## src/hdl/cmi_pkg.sv

```systemverilog
`timescale 1ns / 1ps
`default_nettype none
// ----------------------------------------------------------------------------
// Calibrated meter interpolator package
// Shared codes, register reset values and the command and status bundles
// that pass between the controller and the datapath.
// ----------------------------------------------------------------------------
package cmi_pkg;

  // Item operation codes.
  localparam logic [1:0] OP_LOAD = 2'd0;
  localparam logic [1:0] OP_MEAS = 2'd1;
  localparam logic [1:0] OP_SET  = 2'd2;

  // Result kinds.
  localparam logic [1:0] KIND_VOLTAGE  = 2'd0;
  localparam logic [1:0] KIND_CURRENT  = 2'd1;
  localparam logic [1:0] KIND_SETPOINT = 2'd2;

  // Configuration register indexes.
  localparam int unsigned CFG_IDX_W = 3;
  localparam logic [CFG_IDX_W-1:0] CFG_VOLTAGE_GAIN = 3'd0;
  localparam logic [CFG_IDX_W-1:0] CFG_CURRENT_GAIN = 3'd1;
  localparam logic [CFG_IDX_W-1:0] CFG_LIMIT_MARGIN = 3'd2;
  localparam logic [CFG_IDX_W-1:0] CFG_LOW_VOLTAGE  = 3'd3;
  localparam logic [CFG_IDX_W-1:0] CFG_MIN_CURRENT  = 3'd4;

  // Register reset values.
  localparam logic [15:0] RST_VOLTAGE_GAIN = 16'd14000;
  localparam logic [15:0] RST_CURRENT_GAIN = 16'd2500;
  localparam logic [15:0] RST_LIMIT_MARGIN = 16'd100;
  localparam logic [15:0] RST_LOW_VOLTAGE  = 16'd400;
  localparam logic [15:0] RST_MIN_CURRENT  = 16'd100;

  // The divider retires two quotient bits per cycle over a 16-bit quotient.
  localparam int unsigned DIV_STEPS = 8;

  typedef struct packed {
    logic accept;
    logic search;
    logic mul1;
    logic mul2;
    logic mul3;
    logic prep;
    logic div_step;
    logic finish;
  } cmi_cmd_t;

  typedef struct packed {
    logic found;
    logic out_busy;
  } cmi_sts_t;

endpackage
`default_nettype wire

```

## src/hdl/cmi_ctrl.sv

```systemverilog
`timescale 1ns / 1ps
`default_nettype none
// ----------------------------------------------------------------------------
// Calibrated meter interpolator controller
// Sequences one item at a time through search, multiply, divide and result.
// ----------------------------------------------------------------------------
module cmi_ctrl (
  input  wire logic           clk_i,
  input  wire logic           rst_ni,
  input  wire logic           in_valid_i,
  output logic                in_ready_o,
  input  wire logic [1:0]     op_i,
  input  cmi_pkg::cmi_sts_t   sts_i,
  output cmi_pkg::cmi_cmd_t   cmd_o
);
  import cmi_pkg::*;

  typedef enum logic [7:0] {
    ST_IDLE   = 8'b0000_0001,
    ST_SEARCH = 8'b0000_0010,
    ST_MUL1   = 8'b0000_0100,
    ST_MUL2   = 8'b0000_1000,
    ST_MUL3   = 8'b0001_0000,
    ST_PREP   = 8'b0010_0000,
    ST_DIV    = 8'b0100_0000,
    ST_DONE   = 8'b1000_0000
  } state_e;

  localparam int unsigned CntW = $clog2(DIV_STEPS);

  state_e          state_q, state_d;
  logic [CntW-1:0] cnt_q, cnt_d;
  logic            accept;

  assign in_ready_o = (state_q == ST_IDLE);
  assign accept     = in_valid_i && in_ready_o;

  always_comb begin
    state_d = state_q;
    cnt_d   = cnt_q;
    cmd_o   = '0;
    cmd_o.accept = accept;
    unique case (state_q)
      ST_IDLE: begin
        if (accept) begin
          if (op_i == OP_MEAS) begin
            state_d = ST_SEARCH;
          end else if (op_i == OP_SET) begin
            state_d = ST_MUL2;
          end
        end
      end
      ST_SEARCH: begin
        cmd_o.search = 1'b1;
        if (sts_i.found) begin
          state_d = ST_MUL1;
        end
      end
      ST_MUL1: begin
        cmd_o.mul1 = 1'b1;
        state_d    = ST_MUL2;
      end
      ST_MUL2: begin
        cmd_o.mul2 = 1'b1;
        state_d    = ST_MUL3;
      end
      ST_MUL3: begin
        cmd_o.mul3 = 1'b1;
        state_d    = ST_PREP;
      end
      ST_PREP: begin
        cmd_o.prep = 1'b1;
        cnt_d      = '0;
        state_d    = ST_DIV;
      end
      ST_DIV: begin
        cmd_o.div_step = 1'b1;
        cnt_d          = cnt_q + 1'b1;
        if (cnt_q == CntW'(DIV_STEPS - 1)) begin
          state_d = ST_DONE;
        end
      end
      ST_DONE: begin
        if (!sts_i.out_busy) begin
          cmd_o.finish = 1'b1;
          state_d      = ST_IDLE;
        end
      end
      default: begin
        state_d = ST_IDLE;
      end
    endcase
  end

  always_ff @(posedge clk_i or negedge rst_ni) begin
    if (!rst_ni) begin
      state_q <= ST_IDLE;
      cnt_q   <= '0;
    end else begin
      state_q <= state_d;
      cnt_q   <= cnt_d;
    end
  end

endmodule
`default_nettype wire

```

## src/hdl/cmi_dp.sv

```systemverilog
`timescale 1ns / 1ps
`default_nettype none
// ----------------------------------------------------------------------------
// Calibrated meter interpolator datapath
// Calibration table memory, segment search, interpolation multipliers,
// radix-4 restoring divider, limit logic and the result register.
// ----------------------------------------------------------------------------
module cmi_dp #(
  parameter int unsigned SEGMENTS = 8
) (
  input  wire logic                           clk_i,
  input  wire logic                           rst_ni,
  input  cmi_pkg::cmi_cmd_t                   cmd_i,
  output cmi_pkg::cmi_sts_t                   sts_o,
  input  wire logic                           cfg_we_i,
  input  wire logic [cmi_pkg::CFG_IDX_W-1:0]  cfg_idx_i,
  input  wire logic [15:0]                    cfg_data_i,
  input  wire logic [1:0]                     op_i,
  input  wire logic                           channel_i,
  input  wire logic [3:0]                     point_index_i,
  input  wire logic [12:0]                    out_point_i,
  input  wire logic [12:0]                    in_point_i,
  input  wire logic [11:0]                    sample_i,
  output logic                                out_valid_o,
  input  wire logic                           out_ready_i,
  output logic [1:0]                          kind_o,
  output logic [15:0]                         value_o,
  output logic                                limit_flag_o
);
  import cmi_pkg::*;

  localparam int unsigned Npts  = SEGMENTS + 1;
  localparam int unsigned Depth = 2 * Npts;
  localparam int unsigned AddrW = $clog2(Depth);
  localparam int unsigned PtW   = $clog2(SEGMENTS + 1);

  // Configuration registers.
  logic [15:0] vgain_q, cgain_q, margin_q, lowv_q, minc_q;

  always_ff @(posedge clk_i or negedge rst_ni) begin
    if (!rst_ni) begin
      vgain_q  <= RST_VOLTAGE_GAIN;
      cgain_q  <= RST_CURRENT_GAIN;
      margin_q <= RST_LIMIT_MARGIN;
      lowv_q   <= RST_LOW_VOLTAGE;
      minc_q   <= RST_MIN_CURRENT;
    end else if (cfg_we_i) begin
      unique case (cfg_idx_i)
        CFG_VOLTAGE_GAIN: vgain_q  <= cfg_data_i;
        CFG_CURRENT_GAIN: cgain_q  <= cfg_data_i;
        CFG_LIMIT_MARGIN: margin_q <= cfg_data_i;
        CFG_LOW_VOLTAGE:  lowv_q   <= cfg_data_i;
        CFG_MIN_CURRENT:  minc_q   <= cfg_data_i;
        default: ;
      endcase
    end
  end

  // Latched item.
  logic [1:0]  op_q;
  logic        ch_q;
  logic [11:0] x_q;

  always_ff @(posedge clk_i) begin
    if (cmd_i.accept) begin
      op_q <= op_i;
      ch_q <= channel_i;
      x_q  <= sample_i;
    end
  end

  // Reset value of each point: evenly spaced over the 12-bit input range.
  logic [12:0] rst_tab [0:SEGMENTS];
  for (genvar g = 0; g <= SEGMENTS; g++) begin : g_rst
    localparam int unsigned RstVal = (g * 4096) / SEGMENTS;
    assign rst_tab[g] = 13'(RstVal);
  end

  // Table memory: {out_point, in_point}; an entry never written reads as
  // its reset value through the valid bits.
  logic [25:0]      mem_q [0:Depth-1];
  logic [Depth-1:0] vld_q;
  logic [25:0]      rdata_q;
  logic             rvld_q;
  logic [AddrW-1:0] waddr, raddr;
  logic             wen;
  logic [PtW-1:0]   rd_ptr_q, rd_pt_q;
  logic             pend_q;

  assign wen   = cmd_i.accept && (op_i == OP_LOAD) && (32'(point_index_i) <= SEGMENTS);
  assign waddr = channel_i ? AddrW'(Npts) + AddrW'(point_index_i) : AddrW'(point_index_i);
  assign raddr = ch_q ? AddrW'(Npts) + AddrW'(rd_ptr_q) : AddrW'(rd_ptr_q);

  always_ff @(posedge clk_i) begin
    if (wen) begin
      mem_q[waddr] <= {out_point_i, in_point_i};
    end
    rdata_q <= mem_q[raddr];
    rvld_q  <= vld_q[raddr];
  end

  always_ff @(posedge clk_i or negedge rst_ni) begin
    if (!rst_ni) begin
      vld_q <= '0;
    end else if (wen) begin
      vld_q[waddr] <= 1'b1;
    end
  end

  // Segment search: points are read in order; the first point at or above
  // the sample, or the last point, closes the segment.
  logic [12:0] eff_in, eff_out;
  logic        stop;
  logic [12:0] x0_q, y0_q, x1_q, y1_q;

  assign eff_in  = rvld_q ? rdata_q[12:0]  : rst_tab[rd_pt_q];
  assign eff_out = rvld_q ? rdata_q[25:13] : rst_tab[rd_pt_q];
  assign stop    = pend_q && (rd_pt_q != '0) &&
                   ((rd_pt_q == PtW'(SEGMENTS)) || !({1'b0, x_q} > eff_in));
  assign sts_o.found = cmd_i.search && stop;

  always_ff @(posedge clk_i or negedge rst_ni) begin
    if (!rst_ni) begin
      pend_q   <= 1'b0;
      rd_ptr_q <= '0;
      rd_pt_q  <= '0;
    end else if (cmd_i.accept) begin
      pend_q   <= 1'b0;
      rd_ptr_q <= '0;
    end else if (cmd_i.search) begin
      pend_q  <= 1'b1;
      rd_pt_q <= rd_ptr_q;
      if (rd_ptr_q != PtW'(SEGMENTS)) begin
        rd_ptr_q <= rd_ptr_q + 1'b1;
      end
    end
  end

  always_ff @(posedge clk_i) begin
    if (cmd_i.search && pend_q) begin
      if (stop) begin
        x1_q <= eff_in;
        y1_q <= eff_out;
      end else begin
        x0_q <= eff_in;
        y0_q <= eff_out;
      end
    end
  end

  // Interpolation arithmetic.
  logic signed [13:0] den, dy, dx, den_q;
  logic signed [27:0] p1_q, p2_q, sum, num_d, num_q;
  logic [12:0]        dabs_d, dabs_q;
  logic [15:0]        gain;
  logic signed [44:0] prod_q;

  assign den = $signed({1'b0, x1_q}) - $signed({1'b0, x0_q});
  assign dy  = $signed({1'b0, y1_q}) - $signed({1'b0, y0_q});
  assign dx  = $signed({2'b00, x_q}) - $signed({1'b0, x0_q});
  assign sum = p1_q + p2_q;

  always_comb begin
    priority if (op_q == OP_SET) begin
      num_d  = $signed({16'd0, x_q});
      dabs_d = 13'd1;
    end else if (den_q == '0) begin
      // A zero-width segment takes its lower output point.
      num_d  = $signed({15'd0, y0_q});
      dabs_d = 13'd1;
    end else if (den_q < 0) begin
      num_d  = -sum;
      dabs_d = 13'(-den_q);
    end else begin
      num_d  = sum;
      dabs_d = den_q[12:0];
    end
  end

  assign gain = ((op_q == OP_SET) || ch_q) ? cgain_q : vgain_q;

  always_ff @(posedge clk_i) begin
    if (cmd_i.mul1) begin
      den_q <= den;
      p1_q  <= 28'($signed({1'b0, y0_q})) * 28'(den);
      p2_q  <= 28'(dy) * 28'(dx);
    end
    if (cmd_i.mul2) begin
      num_q  <= num_d;
      dabs_q <= dabs_d;
    end
    if (cmd_i.mul3) begin
      prod_q <= 45'(num_q) * 45'($signed({1'b0, gain}));
    end
  end

  // Rounded division by dabs * 4096, done as a shift then a divide by dabs.
  logic signed [44:0] rnd;
  logic [31:0]        np;
  logic               zero_q, sat_q;
  logic [12:0]        rem_q, rem_d;
  logic [15:0]        quo_q, quo_d;

  assign rnd = prod_q + $signed({21'd0, dabs_q, 11'd0});
  assign np  = rnd[43:12];

  always_comb begin
    logic [13:0] r2;
    rem_d = rem_q;
    quo_d = quo_q;
    for (int k = 0; k < 2; k++) begin
      r2    = {rem_d, quo_d[15]};
      quo_d = {quo_d[14:0], 1'b0};
      if (r2 >= {1'b0, dabs_q}) begin
        rem_d    = 13'(r2 - {1'b0, dabs_q});
        quo_d[0] = 1'b1;
      end else begin
        rem_d = r2[12:0];
      end
    end
  end

  always_ff @(posedge clk_i) begin
    if (cmd_i.prep) begin
      zero_q <= prod_q[44] || (prod_q == '0);
      sat_q  <= np[31:16] >= {3'd0, dabs_q};
      rem_q  <= np[28:16];
      quo_q  <= np[15:0];
    end else if (cmd_i.div_step) begin
      rem_q <= rem_d;
      quo_q <= quo_d;
    end
  end

  // Result, latest values and limit flag.
  logic [15:0]        res;
  logic [15:0]        lastv_q, lastc_q, lasts_q, lastv_d, lastc_d, lasts_d;
  logic signed [16:0] thr;
  logic               flag;
  logic               out_valid_q;
  logic [1:0]         kind_d;

  assign res = zero_q ? 16'd0 : (sat_q ? 16'hFFFF : quo_q);

  always_comb begin
    lastv_d = lastv_q;
    lastc_d = lastc_q;
    lasts_d = lasts_q;
    priority if (op_q == OP_SET) begin
      lasts_d = res;
      kind_d  = KIND_SETPOINT;
    end else if (ch_q) begin
      lastc_d = res;
      kind_d  = KIND_CURRENT;
    end else begin
      lastv_d = res;
      kind_d  = KIND_VOLTAGE;
    end
  end

  assign thr  = $signed({1'b0, lasts_d}) - $signed({1'b0, margin_q});
  assign flag = ($signed({1'b0, lastc_d}) > thr) && (lastv_d < lowv_q) && (lastc_d > minc_q);

  always_ff @(posedge clk_i or negedge rst_ni) begin
    if (!rst_ni) begin
      lastv_q     <= '0;
      lastc_q     <= '0;
      lasts_q     <= '0;
      out_valid_q <= 1'b0;
    end else begin
      if (cmd_i.finish) begin
        lastv_q     <= lastv_d;
        lastc_q     <= lastc_d;
        lasts_q     <= lasts_d;
        out_valid_q <= 1'b1;
      end else if (out_ready_i) begin
        out_valid_q <= 1'b0;
      end
    end
  end

  always_ff @(posedge clk_i) begin
    if (cmd_i.finish) begin
      kind_o       <= kind_d;
      value_o      <= res;
      limit_flag_o <= flag;
    end
  end

  assign out_valid_o    = out_valid_q;
  assign sts_o.out_busy = out_valid_q && !out_ready_i;

endmodule
`default_nettype wire

```

## src/hdl/calibrated_meter_interpolator.sv

```systemverilog
`timescale 1ns / 1ps
`default_nettype none
// ----------------------------------------------------------------------------
// Calibrated meter interpolator
// Two-channel piecewise linear calibration with gain, clamp and limit flag.
// ----------------------------------------------------------------------------
// The block handles one item at a time. A load item writes one calibration
// point in its accept cycle and is done. A measured sample walks the table
// through the one-read-port point memory, one point per cycle, then passes
// through the multiplier states, rounding setup and the two-bit-per-cycle
// divider; its result enters the output register once that register is
// free. A setpoint sample skips the search and the first multiplier state.
// The next item is accepted as soon as the result is registered, while that
// result still waits to be taken.
module calibrated_meter_interpolator #(
  parameter int unsigned SEGMENTS = 8
) (
  input  wire logic                           clk_i,
  input  wire logic                           rst_ni,
  input  wire logic                           cfg_we_i,
  input  wire logic [cmi_pkg::CFG_IDX_W-1:0]  cfg_idx_i,
  input  wire logic [15:0]                    cfg_data_i,
  input  wire logic                           in_valid_i,
  output logic                                in_ready_o,
  input  wire logic [1:0]                     op_i,
  input  wire logic                           channel_i,
  input  wire logic [3:0]                     point_index_i,
  input  wire logic [12:0]                    out_point_i,
  input  wire logic [12:0]                    in_point_i,
  input  wire logic [11:0]                    sample_i,
  output logic                                out_valid_o,
  input  wire logic                           out_ready_i,
  output logic [1:0]                          kind_o,
  output logic [15:0]                         value_o,
  output logic                                limit_flag_o
);
  import cmi_pkg::*;

  cmi_cmd_t cmd;
  cmi_sts_t sts;

  cmi_ctrl u_ctrl (
    .clk_i      (clk_i),
    .rst_ni     (rst_ni),
    .in_valid_i (in_valid_i),
    .in_ready_o (in_ready_o),
    .op_i       (op_i),
    .sts_i      (sts),
    .cmd_o      (cmd)
  );

  cmi_dp #(
    .SEGMENTS (SEGMENTS)
  ) u_dp (
    .clk_i         (clk_i),
    .rst_ni        (rst_ni),
    .cmd_i         (cmd),
    .sts_o         (sts),
    .cfg_we_i      (cfg_we_i),
    .cfg_idx_i     (cfg_idx_i),
    .cfg_data_i    (cfg_data_i),
    .op_i          (op_i),
    .channel_i     (channel_i),
    .point_index_i (point_index_i),
    .out_point_i   (out_point_i),
    .in_point_i    (in_point_i),
    .sample_i      (sample_i),
    .out_valid_o   (out_valid_o),
    .out_ready_i   (out_ready_i),
    .kind_o        (kind_o),
    .value_o       (value_o),
    .limit_flag_o  (limit_flag_o)
  );

endmodule
`default_nettype wire

```

## config.mk

```make
export PLATFORM = sky130hd
export DESIGN_NAME = calibrated_meter_interpolator
export DESIGN_NICKNAME = d
export VERILOG_FILES = /design/src/hdl/cmi_pkg.sv /design/src/hdl/cmi_ctrl.sv /design/src/hdl/cmi_dp.sv /design/src/hdl/calibrated_meter_interpolator.sv
export SDC_FILE = /design/constraint.sdc
export NUM_CORES = 2
export LEC_CHECK = 0
export BUFFER_PORTS_ARGS = -buffer_cell sky130_fd_sc_hd__clkbuf_2
export CORE_UTILIZATION = 30
export CTS_CLUSTER_SIZE = 40
export DETAILED_ROUTE_END_ITERATION = 7
export GPL_TIMING_DRIVEN = 1
export SKIP_CTS_REPAIR_TIMING = 1
export SLEW_MARGIN = 20
export SYNTH_ARGS = -nofsm -noshare
export SYNTH_HDL_FRONTEND = slang
export SYNTH_SLANG_ARGS = --single-unit
```

## constraint.sdc

```tcl
create_clock -name clk_i -period 20 [get_ports clk_i]
set_input_delay 2 -clock clk_i [delete_from_list [all_inputs] [get_ports clk_i]]
set_output_delay 2 -clock clk_i [all_outputs]
set_load 0.02 [all_outputs]
```

==> impl_metrics.ini <==
[sta]
tns_ns = 0
period_needed_ns = 10.11
setup_viol = 0
fin_crit_sh_pct = 50.6
fmax_ghz = 0.0989
finalHoldViolations = 0
max_slew.worst_pin.slew_ns = 1.19
fin_ws_ns = 9.89
maxSlewHeadroom_pct = 20.1
slew_viol_final = 0
rsz0062_at_grt = no
finClkSkew_ns = 0.0812

[worst_setup_path]
timing.rr.end = u_dp.p2_q[27]
critical_path_peak_fanout = 18
slowest_delay_ns = 0.90
cp-start-kind = flip-flop
path_common_cell = a21oi_1
critPathArrivalTime_ns = 10.55
ff2ff_setup_slack_ns = 9.89
crit_slowest_cell = xor2_1
cp-startpoint = u_dp.y0_q[0]
path_class = reg -> reg
required_ns = 20.44
worstRegToRegCells = 34
reg2reg_from = u_dp.y0_q[0]
end_kind = flip-flop

[place]
numPortBuffers = 89
dpl.hpwl_um = 141000
place.gp.congestion = 0.904
dp_worst_setup_slack_ns = 10.01

[synthesis]
synthCells = 6536
ys.flop_type = edfxtp_1
yosys.area.top_type = edfxtp_1
synthArstFlopShare_pct = 17.9
yosysWarningCount = 0
synth_area_leaders = edfxtp_1, fa_1, ha_1, inv_1, dfrtp_1
synth-edff-count = 741
ys_seq_area_share_pct = 36.7
syn-num-nets = 7855
yosysTopAreaCellShare_pct = 30.3
synth_area_um2 = 73600
syn_avg_cell_area_um2 = 11.3
synth.distinct_cells = 84
ys_seq_elements = 935

[routing]
antenna_left = 0
via_per_inst = 4.85
wl_per_cell_um = 19.2
drt_wl_total_um = 190000
drtIter0Drc = 3186
drtPass1Iterations = 8
drc = 0
dr_total_vias = 47952

[grt]
gr-usage-all-layers_pct = 15.4
grt_max_degree = 108
grt_pass1_wl_um = 297000
grt_pass1_vias = 51345
antenna_found_initial = 13
grt_overflow = 0

[cts]
clockBufferDepth = 3
cts_tree = built
htree_levels = 3
cts.sinks = 935
cts_made_buffers = 95
clkSlewWorstSetupHoldPaths_ns = 0.07
clk_latency_ns = 0.76
cts_root_buf = clkbuf_16

[final_layout]
syn2layout_area_growth_pct = 10.5
fillerInstances = 24158
fin_util_pct = 33.4
drive_above_1_share_pct = 10.8
register_area_um2 = 27000
nets = 7914
multi_input_area_um2 = 42000

[floorplanning]
num_rows = 181
start_util_pct = 30.2
die_h_um = 497
ios = 90
die_w_um = 497
core_area_um2 = 243000
dieArea_um2 = 247000

[run_status]
status = finished clean

[worst_hold_path]
worstHoldPathCells = 1
min_path_type = reg -> reg
hold_end = u_dp.vld_q[10]
min_from = u_dp.vld_q[10]

[job]
drv_cap = 0
[metrics by stage]
| stage | hold WS [ns] | area, um2 | instances |
|---|---|---|---|
| after floorplan | 0.434 | 73600 | 6536 |
| after global placement | 0.446 | 78100 | 9698 |
| after detailed placement | 0.450 | 78100 | 9698 |
| after CTS | 0.465 | 81300 | 9876 |
| after global routing | 0.478 | 81300 | 9878 |
| final | 0.466 | 81300 | 9881 |
[Yosys cell counts, drive strengths merged, types with 17 or more instances]
cell type and number:
clkbuf 184, fa 767, xnor2 166, or2 37, nor2b 174, dfxtp 27
nor4 19, a211oi 17, nand4 34, dfrtp 145, o31ai 18, o21bai 40
nor3 60, o21a 34, a21oi 184, mux4 135, xor2 75, nand2b 71
buf 34, mux2 139, nand3 71, dfstp 22, nand2 744, nor2 279
ha 483, or3 28, edfxtp 741, o21ai 247, inv 1065, and3 27
a21o 84, and2 118, mux2i 52, a31oi 27
[how the worst max path moves through the flow]
stage	to	slack, ns	depth (start not counted)
floorplan	u_dp.p2_q[27]	11.42	34
global placement	u_dp.p2_q[27]	9.97	34
detailed placement	u_dp.p2_q[27]	10.01	34
CTS	u_dp.p2_q[27]	9.93	34
global route	u_dp.p2_q[27]	9.24	34
finish	u_dp.p2_q[27]	9.89	34
[worst max-delay path, delay by kind of cell (launching register included)]
kind                       cells  cell delay [ns]
and+or+nand+nor                1             0.09
adders and majority gates      9             3.84
DFF                            1             0.69
buffers and inverters          5             0.24
xor gates and xnor gates       2             1.04
AOI/OAI and AO/OA             17             3.90
[area by class of cell]
| type | instances | area share, % |
|---|---|---|
| antenna | 3 | 0.00923 |
| clock buffer | 132 | 3.22 |
| clock inverter | 46 | 0.639 |
| inverter | 1068 | 4.93 |
| multi-input combinational | 4315 | 51.6 |
| sequential | 935 | 33.2 |
| tap | 3202 | 4.93 |
| timing repair buffer | 180 | 1.42 |
[logic make-up (layout without fill, tap and decap cells)]
| group | Yosys count | count (layout) | synth area share (%) |
|---|---|---|---|
| xor+xnor | 241 | 241 | 2.87 |
| compound gates | 784 | 784 | 6.74 |
| simple gates | 1714 | 1714 | 11.1 |
| fa+ha+maj | 1250 | 1250 | 29.1 |
| other cells | 0 | 3 | 0 |
| flops | 935 | 935 | 36.7 |
| mux | 326 | 326 | 6.97 |
| buf+inv | 1286 | 1426 | 6.56 |
[flip-flops by register name, summed over array words and instances (netlist names), 18 cells and up]
signal        count
u_dp.p2_q        28
u_dp.p1_q        28
u_dp.vld_q       18
u_dp.num_q       28
u_dp.prod_q      45
u_dp.rdata_q     26
u_dp.mem_q      468
[routing by layer]
metal / global-route usage, % / vias to the layer above / part of all wire [%]
li1: - / 21887 / -
met1: 19.3 / 24469 / 42
met2: 27.1 / 1290 / 50
met3: 2.28 / 296 / 5.4
met4: 4.54 / 10 / 2.9
met5: 0 / - / 0.042
[cells in the final DEF (no fill, tap or decap), drive strengths merged, types with 139 or more instances in the layout]
master / synthesis / routed
inv: 1065 / 1073
fa: 767 / 767
nand2: 744 / 744
edfxtp: 741 / 741
ha: 483 / 483
nor2: 279 / 279
o21ai: 247 / 247
clkbuf: 184 / 220
a21oi: 184 / 184
nor2b: 174 / 174
xnor2: 166 / 166
dfrtp: 145 / 145
mux2: 139 / 139
Power is left out: the tool's default activity adds up to more than one toggle a clock period on the data nets, which glitch-free logic cannot reach.
